$ cat src/rtl/bar_pkg.sv
// ----------------------------------------------------------------------------
// bar_pkg
// Types, constants and helpers for the button auto-repeat block.
// ----------------------------------------------------------------------------
`default_nettype none

package bar_pkg;

    localparam int unsigned TIME_W    = 32;
    localparam int unsigned MASK_W    = 32;
    localparam int unsigned APB_W     = 32;
    localparam int unsigned ADDR_W    = 3;

    localparam logic [TIME_W-1:0] RESET_DELAY_MS = 32'd200;
    localparam logic [TIME_W-1:0] RESET_RATE_MS  = 32'd80;
    localparam logic [TIME_W-1:0] MIN_TIME       = 32'd1;

    // Register index, taken from paddr[2]
    localparam logic REG_DELAY = 1'b0;
    localparam logic REG_RATE  = 1'b1;

    // Control shared by every lane
    typedef struct packed {
        logic advance;       // item in the input stage moves to the result
        logic wipe;          // configuration write: disarm every deadline
        logic clear_timers;  // disarm before this item's update
        logic delay_on;      // auto-repeat enabled
    } bar_cmd_t;

    // An armed deadline of zero would read as disarmed: store 1 instead
    function automatic logic [TIME_W-1:0] arm_at(input logic [TIME_W-1:0] t);
        arm_at = (t == '0) ? MIN_TIME : t;
    endfunction

endpackage

`default_nettype wire

$ cat src/rtl/bar_regs.sv
// ----------------------------------------------------------------------------
// bar_regs
// APB configuration registers: repeat delay and repeat rate.
// ----------------------------------------------------------------------------
`default_nettype none

module bar_regs
    import bar_pkg::*;
(
    input  wire logic              clk,
    input  wire logic              rst_n,
    input  wire logic              psel,
    input  wire logic              penable,
    input  wire logic              pwrite,
    input  wire logic [ADDR_W-1:0] paddr,
    input  wire logic [APB_W-1:0]  pwdata,
    output logic      [APB_W-1:0]  prdata,
    output logic                   pready,
    output logic      [TIME_W-1:0] delay_ms,
    output logic      [TIME_W-1:0] rate_ms,
    output logic                   wipe
);

    logic [TIME_W-1:0] delay_reg;
    logic [TIME_W-1:0] rate_reg;
    logic              wr_en;
    logic              sel;

    assign pready = 1'b1;
    assign sel    = paddr[ADDR_W-1];
    assign wr_en  = psel & penable & pwrite;
    assign wipe   = wr_en;

    always_ff @(posedge clk or negedge rst_n)
    begin
        if (!rst_n)
        begin
            delay_reg <= RESET_DELAY_MS;
            rate_reg  <= RESET_RATE_MS;
        end
        else if (wr_en)
        begin
            case (sel)
                REG_DELAY: delay_reg <= pwdata;
                REG_RATE:  rate_reg  <= arm_at(pwdata);
                default:   ;
            endcase
        end
    end

    always_comb
    begin
        case (sel)
            REG_DELAY: prdata = delay_reg;
            REG_RATE:  prdata = rate_reg;
            default:   prdata = '0;
        endcase
    end

    assign delay_ms = delay_reg;
    assign rate_ms  = rate_reg;

endmodule

`default_nettype wire

$ cat config.mk
export PLATFORM = sky130hd
export DESIGN_NAME = bar_regs
export DESIGN_NICKNAME = d
export VERILOG_FILES = /design/src/rtl/bar_pkg.sv /design/src/rtl/bar_regs.sv
export SDC_FILE = /design/constraint.sdc
export NUM_CORES = 1
export LEC_CHECK = 0
export BUFFER_PORTS_ARGS = -buffer_cell sky130_fd_sc_hd__buf_2
export CAP_MARGIN = 10
export CORE_ASPECT_RATIO = 1.5
export CORE_MARGIN = 10
export CORE_UTILIZATION = 47
export CTS_CLUSTER_DIAMETER = 120
export DETAILED_ROUTE_END_ITERATION = 16
export GPL_ROUTABILITY_DRIVEN = 1
export PLACE_DENSITY = 0.9
export SLEW_MARGIN = 20
export SYNTH_ARGS = -nofsm -noshare
export SYNTH_HDL_FRONTEND = slang
export SYNTH_SLANG_ARGS = --single-unit
$ cat constraint.sdc
create_clock -name clk -period 1 [get_ports clk]
set_clock_uncertainty 0.05 [all_clocks]
set_input_delay 0.05 -clock clk [delete_from_list [all_inputs] [get_ports clk]]
set_output_delay 0.05 -clock clk [all_outputs]
set_load 0.01 [all_outputs]
==> metrics.yaml <==
nets: 480
wl_per_cell_um: 27.6
postRouteAntennaNets: 0
core_um2: 6170
run_status: "finished with violations"
synth_nets: 227
fin_crit_ns: 1.32
ir_drop_mv: 1.34
syn_inst: 187
grt_first_pass_wirelength_mm: 18.6
use_met2_pct: 44.2
total_power_uw: 11900
grt_pass1_vias: 3168
rsz0062_at_grt: "yes"
worstSetupEndpointType: "primary output"
fmax_mhz: 756
setup_violations: 101
fp.dieArea_um2: 10100
antenna_found_initial: 0
place_area_um2: 3970
die_y_um: 118
p_per_area_nw_per_um2: 2050
die_w_um: 85.4
final_common_cell: "buf_6"
postSynthAreaPerCell_um2: 16.1
cts.path.max_buffers: 2
layout_common_cells: "buf_6 (151), dfrtp_1 (59), mux2_4 (56)"
ys_warn_count: 0
ioPinCount: 138
p_leak_uw: 0.00295
met1_usage_pct: 22.5
drv_slew: 0
ys_types: 15
min_period_over_period_pct: 132
synth_area_um2: 3010
cp.arrival_ns: 1.22
regArea_um2: 1610
cts.sinks: 64
drc: 0
cts_tree: "yes"
grt_busiest_layer: "met2"
failed_checks: "setup timing"
grtUsageTotal_pct: 23.5
startpoint_type: "flop"
fin_area_um2: 5800
synth-seq-cells: 64
cts_root_buffer: "clkbuf_8"
worst_ep_required_time_ns: 0.90
hpwl_mm: 6.46
multi_input_area_um2: 1430
fin_ws_ns: -0.322
initial_utilization_pct: 48.8
drt-total-wl_mm: 14.3
fillCellCount: 164
cts_buffers: 9
num_antenna_cells: 0
via_count: 2915
firstDrtPassIters: 4
maxCapViolCount: 0
final-hold-violation-count: 0
critPathKind: "flop to primary output"
synth-seq-area-share_pct: 53.4
numPortBuffers: 134
path_max_fanout: 2
drt_iter0_markers: 155
cts_max_level: 3
met3_usage_pct: 7.27
grt_remaining_overflow: 0
syn_to_final_growth_pct: 92.4
clk_latency_ns: 0.33
clk_pin_slew_worst_paths_ns: 0.07
place_congestion: 0.723
hp-class: "input pin to flop"
num_rows: 35
via_per_inst: 5.62
final_layout_size_suffix_gt1_share_pct: 78.0
grt_max_degree: 65
-- path summary, 6_finish.rpt --
kind / from / end / slack, ns / cells past startpoint
min in group asynchronous: rst_n / rate_ms[11]$_DFFE_PN0P_ / 0.21 / 3
max in group asynchronous: rst_n / delay_ms[3]$_DFFE_PN1P_ / 0.35 / 3
worst min-delay path: pwdata[25] / delay_ms[25]$_DFFE_PN0P_ / 0.02 / 3
worst max-delay path: delay_ms[19]$_DFFE_PN0P_ / prdata[19] / -0.32 / 2
worst min register to register: rate_ms[27]$_DFFE_PN0P_ / rate_ms[27]$_DFFE_PN0P_ / 0.51 / 1
worst max register to register: delay_ms[4]$_DFFE_PN0P_ / delay_ms[4]$_DFFE_PN0P_ / -0.10 / 3
-- worst max-delay path: stages, from the launching register on --
cell,delay [ns]
dfrtp_1,0.44
mux2_4,0.32
buf_6,0.13
-- timing repair --
action / 4_1_cts / 5_1_grt
endpoints found under the hold margin: 100 / 0
setup endpoints to repair: 56 / 101
buffers inserted: 48 / 41
gates resized for setup: 126 / 82
pin swaps: 0 / 2
hold buffers: 23 / 0
-- synth_stat cells --
library cell	n	share of area [%]
nor4_1	8	1.7
nand2_2	1	0.21
and3_4	1	0.37
mux2_4	30	15
conb_1	1	0.12
buf_2	4	0.66
mux2_1	4	1.5
o21bai_1	1	0.25
buf_6	7	2.6
dfstp_2	5	4.4
buf_4	1	0.25
mux2_2	62	23
nand4_1	2	0.42
nand2b_4	1	0.46
dfrtp_1	59	49
-- routing by layer --
metal / wire (µm) / vias up
met4: 689 / 0
met5: 0 / -
met2: 8190 / 172
li1: - / 1187
met3: 917 / 55
met1: 4550 / 1501
-- state kept, by name (all words and copies together), names as in the netlist --
name / count
delay_ms: 32
rate_ms: 32
-- final cells by class --
type                            instances  share of cell area (%)
Sequential cell                        64                    27.7
Timing Repair Buffer                  254                    42.9
Clock buffer                           12                    2.33
Multi-Input combinational cell        111                    24.6
Clock inverter                          4                   0.777
Tap cell                               74                    1.60
-- cell families (layout without fill, tap and decap cells) --
kind of cell	after synthesis	in the layout	share of synthesized area (%)
flip-flops	64	64	53.4
other	1	1	0.124
buffers and inverters	12	270	3.53
AND/OR/NAND/NOR	13	13	3.11
multiplexers	96	96	39.6
AO/OA/AOI/OAI	1	1	0.249
-- per-stage QoR --
stage	cells	utilization [%]	setup TNS (ns)	setup WS [ns]	hold slack, ns
after floorplan	187	-	-1.52	-0.0456	-0.296
after global routing	519	93.9	-16.65	-0.339	0.0209
final	519	93.9	-14.14	-0.322	0.0235
after CTS	501	87.3	-12.12	-0.258	0.000915
after global placement	414	64.2	-8.02	-0.344	0.0352
after detailed placement	414	64.2	-9.63	-0.326	0.0394
-- power breakdown --
| group | total, µW | internal [µW] | switching (µW) |
|---|---|---|---|
| logic | 5930 | 3780 | 2150 |
| registers | 3780 | 3200 | 580 |
| clock network | 2150 | 1140 | 1000 |
| total | 11900 | 8120 | 3730 |
No activity file was read; power rests on OpenSTA's default activity.
