## src/rtl/bar_pkg.sv

```systemverilog
// ----------------------------------------------------------------------------
// bar_pkg
// Types, constants and helpers for the button auto-repeat block.
// ----------------------------------------------------------------------------
`default_nettype none

package bar_pkg;

    localparam int unsigned TIME_W    = 32;
    localparam int unsigned MASK_W    = 32;
    localparam int unsigned APB_W     = 32;
    localparam int unsigned ADDR_W    = 3;

    localparam logic [TIME_W-1:0] RESET_DELAY_MS = 32'd200;
    localparam logic [TIME_W-1:0] RESET_RATE_MS  = 32'd80;
    localparam logic [TIME_W-1:0] MIN_TIME       = 32'd1;

    // Register index, taken from paddr[2]
    localparam logic REG_DELAY = 1'b0;
    localparam logic REG_RATE  = 1'b1;

    // Control shared by every lane
    typedef struct packed {
        logic advance;       // item in the input stage moves to the result
        logic wipe;          // configuration write: disarm every deadline
        logic clear_timers;  // disarm before this item's update
        logic delay_on;      // auto-repeat enabled
    } bar_cmd_t;

    // An armed deadline of zero would read as disarmed: store 1 instead
    function automatic logic [TIME_W-1:0] arm_at(input logic [TIME_W-1:0] t);
        arm_at = (t == '0) ? MIN_TIME : t;
    endfunction

endpackage

`default_nettype wire

```

## src/rtl/bar_lane.sv

```systemverilog
// ----------------------------------------------------------------------------
// bar_lane
// Deadline register and repeat decision for one button.
// ----------------------------------------------------------------------------
`default_nettype none

module bar_lane
    import bar_pkg::*;
(
    input  wire logic              clk,
    input  wire logic              rst_n,
    input  wire bar_cmd_t          cmd,
    input  wire logic              held,
    input  wire logic              press,
    input  wire logic [TIME_W-1:0] now_ms,
    input  wire logic [TIME_W-1:0] arm_delay,
    input  wire logic [TIME_W-1:0] arm_rate,
    output logic                   fire
);

    logic [TIME_W-1:0] dl_reg;
    logic [TIME_W-1:0] dl_next;
    logic [TIME_W-1:0] base;
    logic [TIME_W-1:0] diff;

    always_comb
    begin
        base    = cmd.clear_timers ? '0 : dl_reg;
        diff    = now_ms - base;
        dl_next = base;
        fire    = 1'b0;
        if (cmd.delay_on)
        begin
            if (!held)
            begin
                dl_next = '0;
            end
            else if (press)
            begin
                dl_next = arm_delay;
            end
            else if (base != '0 && !diff[TIME_W-1])
            begin
                // wrap-safe: deadline reached, re-arm one interval on
                fire    = 1'b1;
                dl_next = arm_rate;
            end
        end
    end

    always_ff @(posedge clk or negedge rst_n)
    begin
        if (!rst_n)
        begin
            dl_reg <= '0;
        end
        else if (cmd.wipe)
        begin
            dl_reg <= '0;
        end
        else if (cmd.advance)
        begin
            dl_reg <= dl_next;
        end
    end

endmodule

`default_nettype wire

```

## config.mk

```make
export PLATFORM = sky130hd
export DESIGN_NAME = bar_lane
export DESIGN_NICKNAME = d
export VERILOG_FILES = /design/src/rtl/bar_pkg.sv /design/src/rtl/bar_lane.sv
export SDC_FILE = /design/constraint.sdc
export NUM_CORES = 1
export LEC_CHECK = 0
export ABC_AREA = 1
export BUFFER_PORTS_ARGS = -buffer_cell sky130_fd_sc_hd__buf_2
export CORE_MARGIN = 4
export CORE_UTILIZATION = 55
export DETAILED_ROUTE_END_ITERATION = 8
export GPL_ROUTABILITY_DRIVEN = 0
export PLACE_DENSITY = 0.84
export SLEW_MARGIN = 10
export SYNTH_ARGS = -nofsm -noshare
export SYNTH_HDL_FRONTEND = slang
export SYNTH_SLANG_ARGS = --single-unit
```

## constraint.sdc

```tcl
create_clock -name clk -period 6.7 [get_ports clk]
set_input_delay 0 -clock clk [delete_from_list [all_inputs] [get_ports clk]]
set_output_delay 0 -clock clk [all_outputs]
set_load 0.02 [all_outputs]
```

==> results.md <==
- Status: finished, final reports clean
- Net count, final: between 800 and 900
- DRC Markers: 0
- CTS tree: done
- Most frequent cell after synthesis: nand2_1
- Clk buf depth: 2
- Endpoint, Worst Hold: dl_reg[25]
- Crit path max fanout: 33
- Core Region: roughly 6100 sq um
- Max Cap Viol: 0
- Hold path depth: 4
- Worst-Margin Slew: between 1 and 1.5 ns
- Final setup fails: 0
- Top cells by area, synth: nand2_1 29%, dfrtp_1 23%, nor2_1 11%, ha_1 11%, nand4_1 6.4%
- Top cells by count, synth: 270 x nand2_1, 103 x nor2_1, 54 x inv_1, 37 x nand3_1, 36 x nand4_1
- Setup Fix Bufs, Post-CTS: 0
- Type of the worst min-delay path: input pin to flip-flop
- Die height: ~88 microns
- Reg2Reg Depth: 18
- Initial Utilization: 0.581
- VDD IR max: 0.000154 V
- Clk_skew: 0.0100 ns
- Number of synthesized register bits: 32
- Max reg flops: 32
- RR Endpoint: dl_reg[31]
- Avg Cell Area, Syn: ~5.6 sq um
- Largest net degree at the start of global routing: between 60 and 70
- Final design utilization: 0.681
- Ys flop type: dfrtp_1
- Final Critical Period: 3.26 ns
- Antenna viol nets, final: 0
- IO Count: about 110
- Mapped Cells: approximately 630
- RSZ-0062 raised after global routing: no
- Setup TNS: 0 ns
- Hold Buf Count CTS: 1
- Slew Limit Headroom: 0.231
- Total track usage: 0.286
- CP endpoint kind: output port
- Row cnt: 28
- Worst Setup Path Type: flip-flop to output port
- WP data arrival: 3.26 ns
- Power density over cell area: approximately 150 nW/um^2
- 1st-iter DRT viols: about 350
- Post-synth cell types: 22
- Clk root buf: clkbuf_8
- Cell Area, Synth: ~3500 sq um
- CTS sink cnt: 32
- DR vias: between 4,000 and 5,000
- Clock transition at path regs: roughly 0.07 ns
- First-pass GRT wire length: ~18 mm
- WL/cell: between 10 and 15 microns
- Max Slew Vio Count: 0
- Top cell type's share of synthesized area: 0.286
- Fin crit share: 0.486
- Antenna cells: 0
- Antenna violations before repair: 0
- Yosys warns: 0
- Post-Syn Nets: approximately 770
- Die Footprint: around 7800 sq um
- Share of layout cells above drive strength 1: 0.180
- Post-synth EDFFs: 0
- Worst Setup Start Kind: flip-flop
- WP data required: around 6.7 ns
- Drt pass-1 iters: 5
- Fmax: a little over 0.3 GHz
- Total global routing overflow: 0
- Fin. Hold Viols: 0
- H-Tree Depth: 2
- # resized after CTS: 0
- Area Overhead vs Synth: 17.0%
- Critical R2R Launch: dl_reg[20]
- Post-DR vias/cell: approximately 5.4
- Static Leak: approximately 2.4 nW
- FF-to-FF setup slack: 3.58 ns
- HP Start: cmd[2]
- Worst-Skew Late Latency: about 0.29 ns
- Post-synthesis sequential area ratio: 0.226
- Post-DP HPWL: just under 8 mm
- Die width: approximately 90 microns
- Post-synth ARST share: 1.00
- Inserted Clock Buffers: 5
- Area leader, netlist: nand2_1
- DRT Wirelength: 11.0 mm
- Vias in the first global route: 3,931
- IO Port Bufs: 104
[through the flow]
stage | std cells | worst slack, ns | hold slack, ns | area [sq um] | power [mW]
after floorplan | 631 | 4.45 | -0.296 | 3540 | 0.374
after global placement | 782 | 3.55 | 0.0992 | 4040 | 0.437
after detailed placement | 782 | 3.47 | 0.106 | 4040 | 0.443
after CTS | 790 | 3.51 | 0.0495 | 4150 | 0.610
after global routing | 790 | 3.23 | 0.0600 | 4150 | 0.651
final | 790 | 3.44 | 0.0462 | 4150 | 0.615
[routing by layer]
| layer | global-route usage | vias to the layer above | routed length (microns) |
|---|---|---|---|
| li1 | - | 2143 | - |
| met1 | 0.378 | 1903 | 4680 |
| met2 | 0.500 | 185 | 5290 |
| met3 | 0.0326 | 16 | 851 |
| met4 | 0.0646 | 0 | 174 |
| met5 | 0 | - | 0 |
[cell type report]
class                      instances  area, sq um
clock buffer                       7         96.3
multi-input combinational        505         2360
timing repair buffer             110          568
fill                             591         1950
tap                               75         93.8
inverter                          61          229
sequential                        32          801
[report_power, final]
group	total, mW	switching (mW)	internal, mW	leakage [nW]
registers	0.207	0.00504	0.202	0.439
logic	0.238	0.154	0.0838	1.89
clock network	0.170	0.0781	0.0916	0.0503
[worst max-delay path: stages, from the launching register on]
cell     delay, ns
dfrtp_1       0.36
inv_1         0.04
nor2_1        0.26
inv_1         0.09
ha_1          0.31
a21oi_1       0.15
nor2_1        0.05
nor2_1        0.11
a21oi_1       0.08
nor2_1        0.20
nand2_1       0.10
nand2_1       0.10
nand3_2       0.58
nor3_1        0.32
buf_2         0.22
[worst max path at each step]
stage	start	endpoint	slack [ns]	cells past startpoint
2_1_floorplan	dl_reg[10]	fire	4.45	16
3_3_place_gp	cmd[1]	dl_reg[17]	3.55	18
3_5_place_dp	cmd[1]	dl_reg[23]	3.47	18
4_1_cts	dl_reg[24]	fire	3.51	14
5_1_grt	dl_reg[24]	fire	3.23	14
6_report	dl_reg[20]	fire	3.44	14
[placed cells by master, fill, tap and decap left out, types with 2 or more instances in the layout]
master / count
nor3_1: 6
inv_2: 7
a21oi_1: 12
ha_1: 30
o21ai_0: 2
clkbuf_8: 7
nor4_1: 2
nand2_2: 2
nand3_1: 37
inv_1: 54
nand4_1: 36
dfrtp_1: 32
nor2_1: 101
nand2_1: 270
buf_2: 104
a21o_1: 2
nor2_2: 2
buf_4: 5
[logic make-up (layout without fill, tap and decap cells)]
family / after synthesis / count (layout) / share of synthesized area
DFF: 32 / 32 / 0.226
AOI/OAI and AO/OA: 16 / 16 / 0.0240
and+or+nand+nor: 458 / 458 / 0.532
buffers and inverters: 94 / 178 / 0.109
adders and majority gates: 30 / 30 / 0.106
xor gates and xnor gates: 1 / 1 / 0.00247
Note: power is estimated with default switching activity, not from simulation.
